`src/rtl/core/b64ld_pkg.sv`:
```
// ----------------------------------------------------------------------------
// b64ld_pkg
// Shared types, constants and decode helpers for the base64 line decoder.
// ----------------------------------------------------------------------------
package b64ld_pkg;

	// Line length limits and the width and reset value of the configuration register
	localparam int LINE_CHARS_DEF = 76;
	localparam int LINE_CHARS_HI  = 76;
	localparam int LEN_W          = 7;
	localparam logic [LEN_W-1:0] LEN_RESET = LEN_W'(LINE_CHARS_DEF);

	// Byte count of one line, sized for the longest line allowed
	localparam int CNT_W  = $clog2(LINE_CHARS_HI / 4 * 3 + 1);
	localparam int HOLD_W = 18;
	localparam int WORD_W = 24;

	// Run descriptor queue between front and back
	localparam int QUEUE_DEPTH = 2;

	// Character codes
	localparam logic [7:0] CHAR_CR   = 8'h0D;
	localparam logic [7:0] CHAR_LF   = 8'h0A;
	localparam logic [7:0] CHAR_PAD  = 8'h3D;
	localparam logic [7:0] CHAR_PLUS = 8'h2B;
	localparam logic [5:0] SEXTET_OTHER = 6'd63;

	typedef enum logic {
		BK_IDLE,
		BK_EMIT
	} back_state_t;

	// One entry of the run queue: a decoded line in a bank, or a halt marker
	typedef struct packed {
		logic             is_halt;
		logic             bank;
		logic [CNT_W-1:0] count;
	} run_desc_t;

	// Back tells front that a bank has been drained
	typedef struct packed {
		logic en;
		logic bank;
	} bank_free_t;

	// Per-line decode state
	typedef struct packed {
		logic [HOLD_W-1:0] hold;
		logic [1:0]        place;
		logic [LEN_W-1:0]  chars;
		logic              pad;
	} line_st_t;

	// Outcome of adding one character to the line
	typedef struct packed {
		line_st_t          st;
		logic              ok;
		logic              wr;
		logic [WORD_W-1:0] word;
		logic [1:0]        nbytes;
	} take_res_t;

	function automatic logic [5:0] sextet_of(logic [7:0] c);
		logic [5:0] s;
		s = SEXTET_OTHER;
		if (c >= 8'h41 && c <= 8'h5A) begin
			s = 6'(c - 8'h41);
		end else if (c >= 8'h61 && c <= 8'h7A) begin
			s = 6'(c - 8'h61) + 6'd26;
		end else if (c >= 8'h30 && c <= 8'h39) begin
			s = 6'(c - 8'h30) + 6'd52;
		end else if (c == CHAR_PLUS) begin
			s = 6'd62;
		end
		return s;
	endfunction

	// Add one character to the line; ok drops when the line would overflow.
	// A completed group (or a padded one) yields one 24-bit word whose
	// leading nbytes bytes are the decoded data.
	function automatic take_res_t take_char(line_st_t st, logic [7:0] c,
			logic [LEN_W-1:0] lim);
		take_res_t  r;
		logic [5:0] s;
		r        = '0;
		r.st     = st;
		r.ok     = 1'b1;
		s        = sextet_of(c);
		if (st.chars >= lim) begin
			r.ok = 1'b0;
		end else begin
			r.st.chars = st.chars + LEN_W'(1);
			if (!st.pad) begin
				unique case (st.place)
					2'd0, 2'd1: begin
						r.st.hold  = {st.hold[11:0], s};
						r.st.place = st.place + 2'd1;
					end
					2'd2: begin
						if (c == CHAR_PAD) begin
							r.wr       = 1'b1;
							r.word     = {st.hold[11:0], 12'd0};
							r.nbytes   = 2'd1;
							r.st.pad   = 1'b1;
							r.st.hold  = '0;
							r.st.place = 2'd0;
						end else begin
							r.st.hold  = {st.hold[11:0], s};
							r.st.place = 2'd3;
						end
					end
					2'd3: begin
						r.wr = 1'b1;
						if (c == CHAR_PAD) begin
							r.word   = {st.hold, 6'd0};
							r.nbytes = 2'd2;
							r.st.pad = 1'b1;
						end else begin
							r.word   = {st.hold, s};
							r.nbytes = 2'd3;
						end
						r.st.hold  = '0;
						r.st.place = 2'd0;
					end
				endcase
			end
		end
		return r;
	endfunction

endpackage

```
`src/rtl/core/b64ld_ram.sv`:
```
// ----------------------------------------------------------------------------
// b64ld_ram
// Two-bank line store: one write port, one read port with registered data.
// ----------------------------------------------------------------------------
module b64ld_ram #(
	parameter int ADDR_W = 6,
	parameter int DATA_W = 24
) (
	input  logic              clk,
	input  logic              wr_en,
	input  logic [ADDR_W-1:0] wr_addr,
	input  logic [DATA_W-1:0] wr_data,
	input  logic              rd_en,
	input  logic [ADDR_W-1:0] rd_addr,
	output logic [DATA_W-1:0] rd_data
);

	logic [DATA_W-1:0] mem [2**ADDR_W];

	// Write a decoded group
	always_ff @(posedge clk) begin
		if (wr_en) begin
			mem[wr_addr] <= wr_data;
		end
	end

	// Read a group for draining
	always_ff @(posedge clk) begin
		if (rd_en) begin
			rd_data <= mem[rd_addr];
		end
	end

endmodule

```
`src/rtl/core/b64ld_queue.sv`:
```
// ----------------------------------------------------------------------------
// b64ld_queue
// Short queue of run descriptors from the decode front to the drain back.
// ----------------------------------------------------------------------------
module b64ld_queue
	import b64ld_pkg::*;
(
	input  logic      clk,
	input  logic      arst_n,
	input  logic      wr_en,
	input  run_desc_t wr_desc,
	output logic      q_full,
	input  logic      rd_en,
	output run_desc_t rd_desc,
	output logic      q_empty
);

	localparam int PTR_W = (QUEUE_DEPTH > 1) ? $clog2(QUEUE_DEPTH) : 1;
	localparam int CNT_QW = $clog2(QUEUE_DEPTH + 1);

	run_desc_t         entry_q [QUEUE_DEPTH];
	logic [PTR_W-1:0]  wr_ptr_q;
	logic [PTR_W-1:0]  rd_ptr_q;
	logic [CNT_QW-1:0] count_q;
	logic              do_wr;
	logic              do_rd;

	assign q_full  = (count_q == CNT_QW'(QUEUE_DEPTH));
	assign q_empty = (count_q == '0);
	assign do_wr   = wr_en && !q_full;
	assign do_rd   = rd_en && !q_empty;
	assign rd_desc = entry_q[rd_ptr_q];

	// Store a descriptor
	always_ff @(posedge clk) begin
		if (do_wr) begin
			entry_q[wr_ptr_q] <= wr_desc;
		end
	end

	// Advance pointers and occupancy
	always_ff @(posedge clk or negedge arst_n) begin
		if (!arst_n) begin
			wr_ptr_q <= '0;
			rd_ptr_q <= '0;
			count_q  <= '0;
		end else begin
			if (do_wr) begin
				wr_ptr_q <= (wr_ptr_q == PTR_W'(QUEUE_DEPTH - 1)) ? '0 : wr_ptr_q + PTR_W'(1);
			end
			if (do_rd) begin
				rd_ptr_q <= (rd_ptr_q == PTR_W'(QUEUE_DEPTH - 1)) ? '0 : rd_ptr_q + PTR_W'(1);
			end
			if (do_wr && !do_rd) begin
				count_q <= count_q + CNT_QW'(1);
			end else if (do_rd && !do_wr) begin
				count_q <= count_q - CNT_QW'(1);
			end
		end
	end

endmodule

```
`src/rtl/core/b64ld_front.sv`:
```
// ----------------------------------------------------------------------------
// b64ld_front
// Takes one text character per word, tracks CR LF line framing and length,
// decodes groups into the current bank and queues finished lines and halt markers.
// ----------------------------------------------------------------------------
module b64ld_front
	import b64ld_pkg::*;
#(
	parameter int MAX_LINE_CHARS = LINE_CHARS_DEF,
	parameter int GRP_W          = 5
) (
	input  logic               clk,
	input  logic               arst_n,
	input  logic               cfg_wr_en,
	input  logic [LEN_W-1:0]   cfg_wr_data,
	input  logic               push,
	output logic               full,
	input  logic [7:0]         text_char,
	input  logic               end_of_text,
	output logic               wr_en,
	output logic [GRP_W:0]     wr_addr,
	output logic [WORD_W-1:0]  wr_data,
	output logic               q_wr_en,
	output run_desc_t          q_wr_desc,
	input  logic               q_full,
	input  bank_free_t         bank_free
);

	localparam logic [LEN_W-1:0] MAX_CHARS = LEN_W'(MAX_LINE_CHARS);

	logic [LEN_W-1:0] line_len_q;
	line_st_t         line_q;
	logic [CNT_W-1:0] byte_cnt_q;
	logic [GRP_W-1:0] grp_q;
	logic             cr_pend_q;
	logic             halted_q;
	logic             bank_sel_q;
	logic [1:0]       bank_busy_q;

	logic [LEN_W-1:0] lim;
	logic             acc;
	logic             line_done;
	logic             en_a;
	logic             en_b;
	take_res_t        res_a;
	take_res_t        res_b;
	line_st_t         st_mid;
	line_st_t         st_end;
	logic             bad_a;
	logic             bad_b;
	logic             bad_len;
	logic             bad;
	logic             emit;
	logic             wr_a;
	logic             wr_b;
	logic [CNT_W-1:0] bytes_new;
	logic             push_run;
	logic             push_halt;
	logic [1:0]       bank_busy_n;

	// Line length register
	always_ff @(posedge clk or negedge arst_n) begin
		if (!arst_n) begin
			line_len_q <= LEN_RESET;
		end else if (cfg_wr_en) begin
			line_len_q <= cfg_wr_data;
		end
	end

	// Clamp the length and hold input while the target bank still drains or the run queue is full
	assign lim  = (line_len_q > MAX_CHARS) ? MAX_CHARS : line_len_q;
	assign full = q_full || bank_busy_q[bank_sel_q];
	assign acc  = push && !full;

	// Classify the character: a held CR not followed by LF is taken first, then this one
	always_comb begin
		line_done = cr_pend_q && (text_char == CHAR_LF);
		en_a      = cr_pend_q && !line_done;
		res_a     = take_char(line_q, CHAR_CR, lim);
		st_mid    = en_a ? res_a.st : line_q;
		en_b      = !line_done && ((text_char != CHAR_CR) || end_of_text);
		res_b     = take_char(st_mid, text_char, lim);
		st_end    = en_b ? res_b.st : st_mid;

		bad_a   = en_a && !res_a.ok;
		bad_b   = !bad_a && en_b && !res_b.ok;
		bad_len = line_done && (line_q.chars != lim);
		bad     = bad_a || bad_b || bad_len;
		emit    = !bad && (line_done || end_of_text);

		wr_a      = en_a && res_a.wr;
		wr_b      = en_b && res_b.wr;
		bytes_new = byte_cnt_q
			+ (en_a ? CNT_W'(res_a.nbytes) : CNT_W'(0))
			+ (en_b ? CNT_W'(res_b.nbytes) : CNT_W'(0));

		push_run  = acc && !halted_q && emit && (bytes_new != '0);
		push_halt = acc && !halted_q && bad;
	end

	// Group write into the current bank
	assign wr_en   = acc && !halted_q && !bad && (wr_a || wr_b);
	assign wr_addr = {bank_sel_q, grp_q};
	assign wr_data = wr_a ? res_a.word : res_b.word;

	// Queue a finished line or a halt marker
	always_comb begin
		q_wr_en   = push_run || push_halt;
		q_wr_desc = '0;
		if (push_halt) begin
			q_wr_desc.is_halt = 1'b1;
		end else begin
			q_wr_desc.bank  = bank_sel_q;
			q_wr_desc.count = bytes_new;
		end
	end

	// Bank ownership: set on queueing, clear when drained
	always_comb begin
		bank_busy_n = bank_busy_q;
		if (bank_free.en) begin
			bank_busy_n[bank_free.bank] = 1'b0;
		end
		if (push_run) begin
			bank_busy_n[bank_sel_q] = 1'b1;
		end
	end

	// Advance line state per accepted word
	always_ff @(posedge clk or negedge arst_n) begin
		if (!arst_n) begin
			line_q      <= '0;
			byte_cnt_q  <= '0;
			grp_q       <= '0;
			cr_pend_q   <= 1'b0;
			halted_q    <= 1'b0;
			bank_sel_q  <= 1'b0;
			bank_busy_q <= '0;
		end else begin
			bank_busy_q <= bank_busy_n;
			if (acc) begin
				if (halted_q) begin
					if (end_of_text) begin
						line_q     <= '0;
						byte_cnt_q <= '0;
						grp_q      <= '0;
						cr_pend_q  <= 1'b0;
						halted_q   <= 1'b0;
					end
				end else if (bad || emit) begin
					line_q     <= '0;
					byte_cnt_q <= '0;
					grp_q      <= '0;
					cr_pend_q  <= 1'b0;
					halted_q   <= bad && !end_of_text;
					if (push_run) begin
						bank_sel_q <= !bank_sel_q;
					end
				end else begin
					line_q     <= st_end;
					byte_cnt_q <= bytes_new;
					cr_pend_q  <= (text_char == CHAR_CR);
					if (wr_a || wr_b) begin
						grp_q <= grp_q + GRP_W'(1);
					end
				end
			end
		end
	end

endmodule

```
`src/rtl/core/b64ld_back.sv`:
```
// ----------------------------------------------------------------------------
// b64ld_back
// Drains queued lines from the bank store one byte per word, passes halt
// markers on, and presents results through an output register.
// ----------------------------------------------------------------------------
module b64ld_back
	import b64ld_pkg::*;
#(
	parameter int GRP_W = 5
) (
	input  logic              clk,
	input  logic              arst_n,
	input  logic              q_empty,
	input  run_desc_t         q_head,
	output logic              q_rd_en,
	output logic              rd_en,
	output logic [GRP_W:0]    rd_addr,
	input  logic [WORD_W-1:0] rd_data,
	output bank_free_t        bank_free,
	output logic              empty,
	input  logic              pop,
	output logic [7:0]        out_byte,
	output logic              run_end,
	output logic              halted_flag
);

	back_state_t      state_q, state_n;
	logic             bank_q, bank_n;
	logic [GRP_W-1:0] grp_q, grp_n;
	logic [1:0]       sel_q, sel_n;
	logic [CNT_W-1:0] left_q, left_n;
	logic             ov_q;
	logic             can_load;
	logic             load;
	logic [7:0]       ld_byte;
	logic             ld_end;
	logic             ld_halt;
	logic [7:0]       word_byte;

	assign empty    = !ov_q;
	assign can_load = !ov_q || pop;

	// Pick the current byte of the fetched group
	always_comb begin
		unique case (sel_q)
			2'd0:    word_byte = rd_data[23:16];
			2'd1:    word_byte = rd_data[15:8];
			default: word_byte = rd_data[7:0];
		endcase
	end

	// Next state and drain control
	always_comb begin
		state_n   = state_q;
		bank_n    = bank_q;
		grp_n     = grp_q;
		sel_n     = sel_q;
		left_n    = left_q;
		q_rd_en   = 1'b0;
		rd_en     = 1'b0;
		rd_addr   = {bank_q, grp_q};
		bank_free = '0;
		load      = 1'b0;
		ld_byte   = '0;
		ld_end    = 1'b0;
		ld_halt   = 1'b0;
		unique case (state_q)
			BK_IDLE: begin
				if (!q_empty) begin
					if (q_head.is_halt) begin
						if (can_load) begin
							load    = 1'b1;
							ld_halt = 1'b1;
							q_rd_en = 1'b1;
						end
					end else begin
						rd_en   = 1'b1;
						rd_addr = {q_head.bank, GRP_W'(0)};
						bank_n  = q_head.bank;
						grp_n   = '0;
						sel_n   = 2'd0;
						left_n  = q_head.count;
						q_rd_en = 1'b1;
						state_n = BK_EMIT;
					end
				end
			end
			BK_EMIT: begin
				if (can_load) begin
					load    = 1'b1;
					ld_byte = word_byte;
					ld_end  = (left_q == CNT_W'(1));
					left_n  = left_q - CNT_W'(1);
					if (left_q == CNT_W'(1)) begin
						bank_free.en   = 1'b1;
						bank_free.bank = bank_q;
						state_n        = BK_IDLE;
					end else if (sel_q == 2'd2) begin
						sel_n   = 2'd0;
						grp_n   = grp_q + GRP_W'(1);
						rd_en   = 1'b1;
						rd_addr = {bank_q, grp_q + GRP_W'(1)};
					end else begin
						sel_n = sel_q + 2'd1;
					end
				end
			end
			default: state_n = BK_IDLE;
		endcase
	end

	// Control registers
	always_ff @(posedge clk or negedge arst_n) begin
		if (!arst_n) begin
			state_q <= BK_IDLE;
			ov_q    <= 1'b0;
			bank_q  <= 1'b0;
			grp_q   <= '0;
			sel_q   <= '0;
			left_q  <= '0;
		end else begin
			state_q <= state_n;
			bank_q  <= bank_n;
			grp_q   <= grp_n;
			sel_q   <= sel_n;
			left_q  <= left_n;
			if (load) begin
				ov_q <= 1'b1;
			end else if (pop) begin
				ov_q <= 1'b0;
			end
		end
	end

	// Output word register
	always_ff @(posedge clk) begin
		if (load) begin
			out_byte    <= ld_byte;
			run_end     <= ld_end;
			halted_flag <= ld_halt;
		end
	end

endmodule

```
`src/rtl/core/base64_line_decoder.sv`:
```
// ----------------------------------------------------------------------------
// base64_line_decoder
// Base64 mail-body decoder with CR LF line framing and per-line byte runs.
// ----------------------------------------------------------------------------
// Text is taken one character per cycle while full is low. Each line decodes
// into one of two memory banks; when a line closes (CR LF of exactly
// line_length characters, or end_of_text) its bytes leave as a run at one
// byte per cycle while pop keeps up, as the next line decodes into the
// other bank. Input stalls (full) only when a line would start in a bank
// whose previous run is still draining, or the two-entry run queue is full.
// A bad line length yields one result with halted_flag set, after which text
// is dropped until end_of_text. The user must see that line_length is written
// only while no text is in flight; the block itself does not enforce it.
module base64_line_decoder
	import b64ld_pkg::*;
#(
	parameter int MAX_LINE_CHARS = LINE_CHARS_DEF
) (
	input  logic             clk,
	input  logic             arst_n,
	input  logic             cfg_wr_en,
	input  logic [LEN_W-1:0] cfg_wr_data,
	input  logic             push,
	output logic             full,
	input  logic [7:0]       text_char,
	input  logic             end_of_text,
	output logic             empty,
	input  logic             pop,
	output logic [7:0]       out_byte,
	output logic             run_end,
	output logic             halted_flag
);

	// A line may end in a group padded at its third character
	localparam int MAX_GROUPS = (MAX_LINE_CHARS + 1) / 4;
	localparam int GRP_W      = (MAX_GROUPS > 1) ? $clog2(MAX_GROUPS) : 1;

	logic              wr_en;
	logic [GRP_W:0]    wr_addr;
	logic [WORD_W-1:0] wr_data;
	logic              rd_en;
	logic [GRP_W:0]    rd_addr;
	logic [WORD_W-1:0] rd_data;
	logic              q_wr_en;
	run_desc_t         q_wr_desc;
	logic              q_full;
	logic              q_rd_en;
	run_desc_t         q_head;
	logic              q_empty;
	bank_free_t        bank_free;

	// Decode front
	b64ld_front #(
		.MAX_LINE_CHARS(MAX_LINE_CHARS),
		.GRP_W(GRP_W)
	) u_front (
		.clk        (clk),
		.arst_n     (arst_n),
		.cfg_wr_en  (cfg_wr_en),
		.cfg_wr_data(cfg_wr_data),
		.push       (push),
		.full       (full),
		.text_char  (text_char),
		.end_of_text(end_of_text),
		.wr_en      (wr_en),
		.wr_addr    (wr_addr),
		.wr_data    (wr_data),
		.q_wr_en    (q_wr_en),
		.q_wr_desc  (q_wr_desc),
		.q_full     (q_full),
		.bank_free  (bank_free)
	);

	// Line bank store
	b64ld_ram #(
		.ADDR_W(GRP_W + 1),
		.DATA_W(WORD_W)
	) u_ram (
		.clk    (clk),
		.wr_en  (wr_en),
		.wr_addr(wr_addr),
		.wr_data(wr_data),
		.rd_en  (rd_en),
		.rd_addr(rd_addr),
		.rd_data(rd_data)
	);

	// Run queue
	b64ld_queue u_queue (
		.clk    (clk),
		.arst_n (arst_n),
		.wr_en  (q_wr_en),
		.wr_desc(q_wr_desc),
		.q_full (q_full),
		.rd_en  (q_rd_en),
		.rd_desc(q_head),
		.q_empty(q_empty)
	);

	// Drain back
	b64ld_back #(
		.GRP_W(GRP_W)
	) u_back (
		.clk        (clk),
		.arst_n     (arst_n),
		.q_empty    (q_empty),
		.q_head     (q_head),
		.q_rd_en    (q_rd_en),
		.rd_en      (rd_en),
		.rd_addr    (rd_addr),
		.rd_data    (rd_data),
		.bank_free  (bank_free),
		.empty      (empty),
		.pop        (pop),
		.out_byte   (out_byte),
		.run_end    (run_end),
		.halted_flag(halted_flag)
	);

endmodule

```
`config.mk`:
```
export PLATFORM = sky130hd
export DESIGN_NAME = base64_line_decoder
export DESIGN_NICKNAME = d
export VERILOG_FILES = /design/src/rtl/core/b64ld_pkg.sv /design/src/rtl/core/b64ld_ram.sv /design/src/rtl/core/b64ld_queue.sv /design/src/rtl/core/b64ld_front.sv /design/src/rtl/core/b64ld_back.sv /design/src/rtl/core/base64_line_decoder.sv
export SDC_FILE = /design/constraint.sdc
export NUM_CORES = 2
export LEC_CHECK = 0
export BUFFER_PORTS_ARGS = -buffer_cell sky130_fd_sc_hd__clkbuf_2
export CAP_MARGIN = 10
export CORE_ASPECT_RATIO = 1.2
export CORE_MARGIN = 4
export CORE_UTILIZATION = 25
export CTS_BUF_LIST = sky130_fd_sc_hd__clkbuf_8
export DETAILED_ROUTE_END_ITERATION = 12
export SYNTH_ARGS = -nofsm -noshare
export SYNTH_HDL_FRONTEND = slang
export SYNTH_SLANG_ARGS = --single-unit
```
`constraint.sdc`:
```
create_clock -name clk -period 11.4 [get_ports clk]
set_clock_uncertainty 0.2 [all_clocks]
set_input_delay 2.28 -clock clk [delete_from_list [all_inputs] [get_ports clk]]
set_output_delay 2.28 -clock clk [all_outputs]
set_load 0.005 [all_outputs]
```
==> impl_metrics.env <==
export IMPL_clk_latency_ns=0.98
export IMPL_ys_warn_count=0
export IMPL_nets=5557
export IMPL_syn_avg_cell_area_um2=12.5
export IMPL_synth_top_area_share=0.704
export IMPL_place_congestion=0.880
export IMPL_synth_seq_cells=1657
export IMPL_ir_drop_uv=249
export IMPL_htree_levels=5
export IMPL_rr_startpoint="u_front.line_len_q[5]"
export IMPL_cts_resized=0
export IMPL_clkPwrFrac=0.266
export IMPL_grt_pass1_wl_um=283000
export IMPL_wl_um=194000
export IMPL_io_buffers=32
export IMPL_p_leak_nw=24.7
export IMPL_p_int_mw=10.7
export IMPL_numCtsBuffers=279
export IMPL_max_slew_margin=0.0908
export IMPL_final_area_mm2=0.0769
export IMPL_worst_slew_pin_slew_ns=1.36
export IMPL_arrival_ns=9.28
export IMPL_min_period_over_period=0.782
export IMPL_via_per_inst=4.81
export IMPL_core_area_mm2=0.268
export IMPL_worstSetupEndpointType="register"
export IMPL_cts_sinks=1657
export IMPL_min_to="u_queue.wr_ptr_q"
export IMPL_final_cell_mix="edfxtp_1 (1586), nand2_1 (1068), nand3_1 (680), nor2_1 (567), clkbuf_8 (288)"
export IMPL_grt_total_usage=0.134
export IMPL_r2r_end="u_queue.entry_q[0][7]"
export IMPL_wire_per_inst_um=21.0
export IMPL_clockRootBuffer="clkbuf_8"
export IMPL_power_density_mw_per_mm2=227
export IMPL_post_cts_buffers=0
export IMPL_hpwl_um=109000
export IMPL_netlist_area_mm2=0.0676
export IMPL_grt_overflow=0
export IMPL_syn_inst=5395
export IMPL_cp_start_kind="primary input"
export IMPL_drc_errors=0
export IMPL_power_frac_comb=0.333
export IMPL_slew_viol_final=0
export IMPL_p_sw_frac=0.386
export IMPL_num_vias=44500
export IMPL_clk_pin_slew_worst_paths_ns=0.06
export IMPL_cts_tree="built"
export IMPL_hold_viol_final=0
export IMPL_synth_cell_type_count=82
export IMPL_min_period_ns=8.91
export IMPL_reg2reg_slack_ns=3.18
export IMPL_cp_max_fo=28
export IMPL_hold_class="register to register"
export IMPL_setup_viol=0
export IMPL_async_flop_share=0.0428
export IMPL_seq_power_share=0.401
export IMPL_synth_top_area_cell="edfxtp_1"
export IMPL_drt_antenna_violating_nets=0
export IMPL_synth_fp_nets=5450
export IMPL_cap_violations=0
export IMPL_first_global_vias=42900
export IMPL_area_growth_pct=13.7
export IMPL_finalSetupTns_ns=0
export IMPL_die_area_mm2=0.279
export IMPL_whs_path_depth=1
export IMPL_drtPass1Iterations=6
export IMPL_fmax_mhz=112
export IMPL_drtIter0Drc=5008
export IMPL_hold_slack_ns=0.298
export IMPL_io_pins=33
export IMPL_critPathRequiredTime_ns=11.77
export IMPL_grt_start_max_net_pins=202
export IMPL_min_from="u_queue.wr_ptr_q"
export IMPL_drive_above_1_share=0.109
export IMPL_grt_setup_unrepaired="false"
export IMPL_synth_flop_cell="edfxtp_1"
export IMPL_layout_commonest_cell="edfxtp_1"
export IMPL_die_y_um=578
export IMPL_synth_area_top_cells="edfxtp_1 (70%), nand2_1 (5.9%), nand3_1 (5.0%), nor2_1 (3.5%), dfrtp_1 (2.5%)"
export IMPL_synth_edff_count=1586
export IMPL_critical_path_class="primary input to register"
export IMPL_reg2reg_depth=27
export IMPL_num_rows=208
export IMPL_die_w_um=483
export IMPL_yosysSeqAreaShare=0.730
export IMPL_status="finished clean"
export IMPL_placed_cell_area_mm2=0.0722
export IMPL_clk_path_buf_depth=4
export IMPL_cts_hold_buf=0
export IMPL_p_switching_mw=6.74
export IMPL_antenna_found_initial=10
export IMPL_start_util=0.252
-- metal layers --
layer | GRT usage | vias up | part of all wire
li1 | - | 19900 | -
met1 | 0.170 | 22200 | 0.39
met2 | 0.219 | 1973 | 0.48
met3 | 0.0228 | 411 | 0.073
met4 | 0.0700 | 4 | 0.055
met5 | 0 | - | 0.00012
-- worst max-delay path, stage by stage --
cell and delay (ns):
clkbuf_2 0.17, inv_1 0.14, ha_1 0.26, and4_1 0.23
a211oi_1 0.60, nand3_1 0.48, nor2_1 0.39, nand4_1 0.16
xnor2_1 0.26, ha_1 0.29, and4_1 0.23, and3_1 0.17
o211ai_1 0.12, nand3_1 0.22, nor3_4 0.15, buf_4 0.36
nand2_1 0.14, fa_1 0.57, inv_1 0.05, ha_1 0.18
inv_1 0.08, fa_1 0.45, nor2b_1 0.16, a41o_1 0.27
a21oi_2 0.22, nor2b_1 0.65
-- per-stage QoR --
stage	total power, mW	utilization	std cells	worst slack, ns
6_report	17.5	0.287	9236	2.49
5_1_grt	18.3	0.287	9236	1.99
4_1_cts	17.5	0.287	9234	2.66
3_5_place_dp	12.9	0.269	8791	1.66
3_3_place_gp	12.8	0.269	8791	1.70
2_1_floorplan	10.7	-	5395	2.06
-- synth_stat cells (all sizes together), types with 4 or more instances --
cell type and count:
nor3 14, or4 33, nand3 680, buf 188, dfrtp 68, mux2i 73
nand2 1068, nand3b 4, nand2b 12, a41oi 26, inv 39, edfxtp 1586
a22o 7, o21ai 311, o211ai 8, o31ai 5, or3 13, a21o 20
o22ai 6, mux2 10, ha 31, a32oi 49, a211oi 12, a22oi 6
and3 4, xor2 8, a31oi 147, and4 4, clkbuf 152, a21oi 51
xnor2 17, nor2b 17, nor2 640, nand4 31, o21a 6, and2 10
-- cells by family (layout without fill, tap and decap cells) --
logic type	count (synthesis)	after routing	synth area share
and+or+nand+nor	2540	2540	0.161
DFF	1657	1657	0.730
AOI/OAI and AO/OA	677	677	0.0616
buffers and inverters	379	648	0.0246
muxes	83	83	0.0125
adders and majority gates	34	34	0.00662
xor gates and xnor gates	25	25	0.00324
other	0	2	0
-- worst max path at each step --
stage,from,to,slack (ns)
final,text_char[2],u_queue.entry_q[0][7],2.49
after global placement,text_char[2],u_queue.entry_q[0][1],1.70
after detailed placement,text_char[2],u_queue.entry_q[0][2],1.66
after global routing,text_char[2],u_queue.entry_q[0][7],1.99
after CTS,text_char[2],u_queue.entry_q[0][7],2.66
after floorplan,text_char[2],u_ram.mem[0][18],2.06
-- area by class of cell --
type | count | area, um2
Fill cell | 27100 | 191000
Sequential cell | 1657 | 49400
Multi-Input combinational cell | 3359 | 16900
Tap cell | 3570 | 4470
Clock buffer | 288 | 3960
Timing Repair Buffer | 166 | 1240
Clock inverter | 155 | 716
Inverter | 39 | 170
Antenna cell | 2 | 5.00
-- power groups by stage --
stage,registers [mW],logic (mW),clock network [mW]
6_report,7.00,5.81,4.65
5_1_grt,7.00,6.23,5.04
4_1_cts,6.99,5.79,4.75
3_5_place_dp,7.11,5.77,0
3_3_place_gp,7.11,5.70,0
2_1_floorplan,7.01,3.71,0
-- registers in the layout, summed over array words and instances (netlist names), 6 cells and up --
signal and flops:
u_ram.mem 1536, u_back.left_q 6, u_front.byte_cnt_q 6, u_queue.entry_q 16
u_ram.rd_data 24, u_back.out_byte 8, u_front.line_q 28, u_front.line_len_q 7
Note: power is estimated with default switching activity, not from simulation.
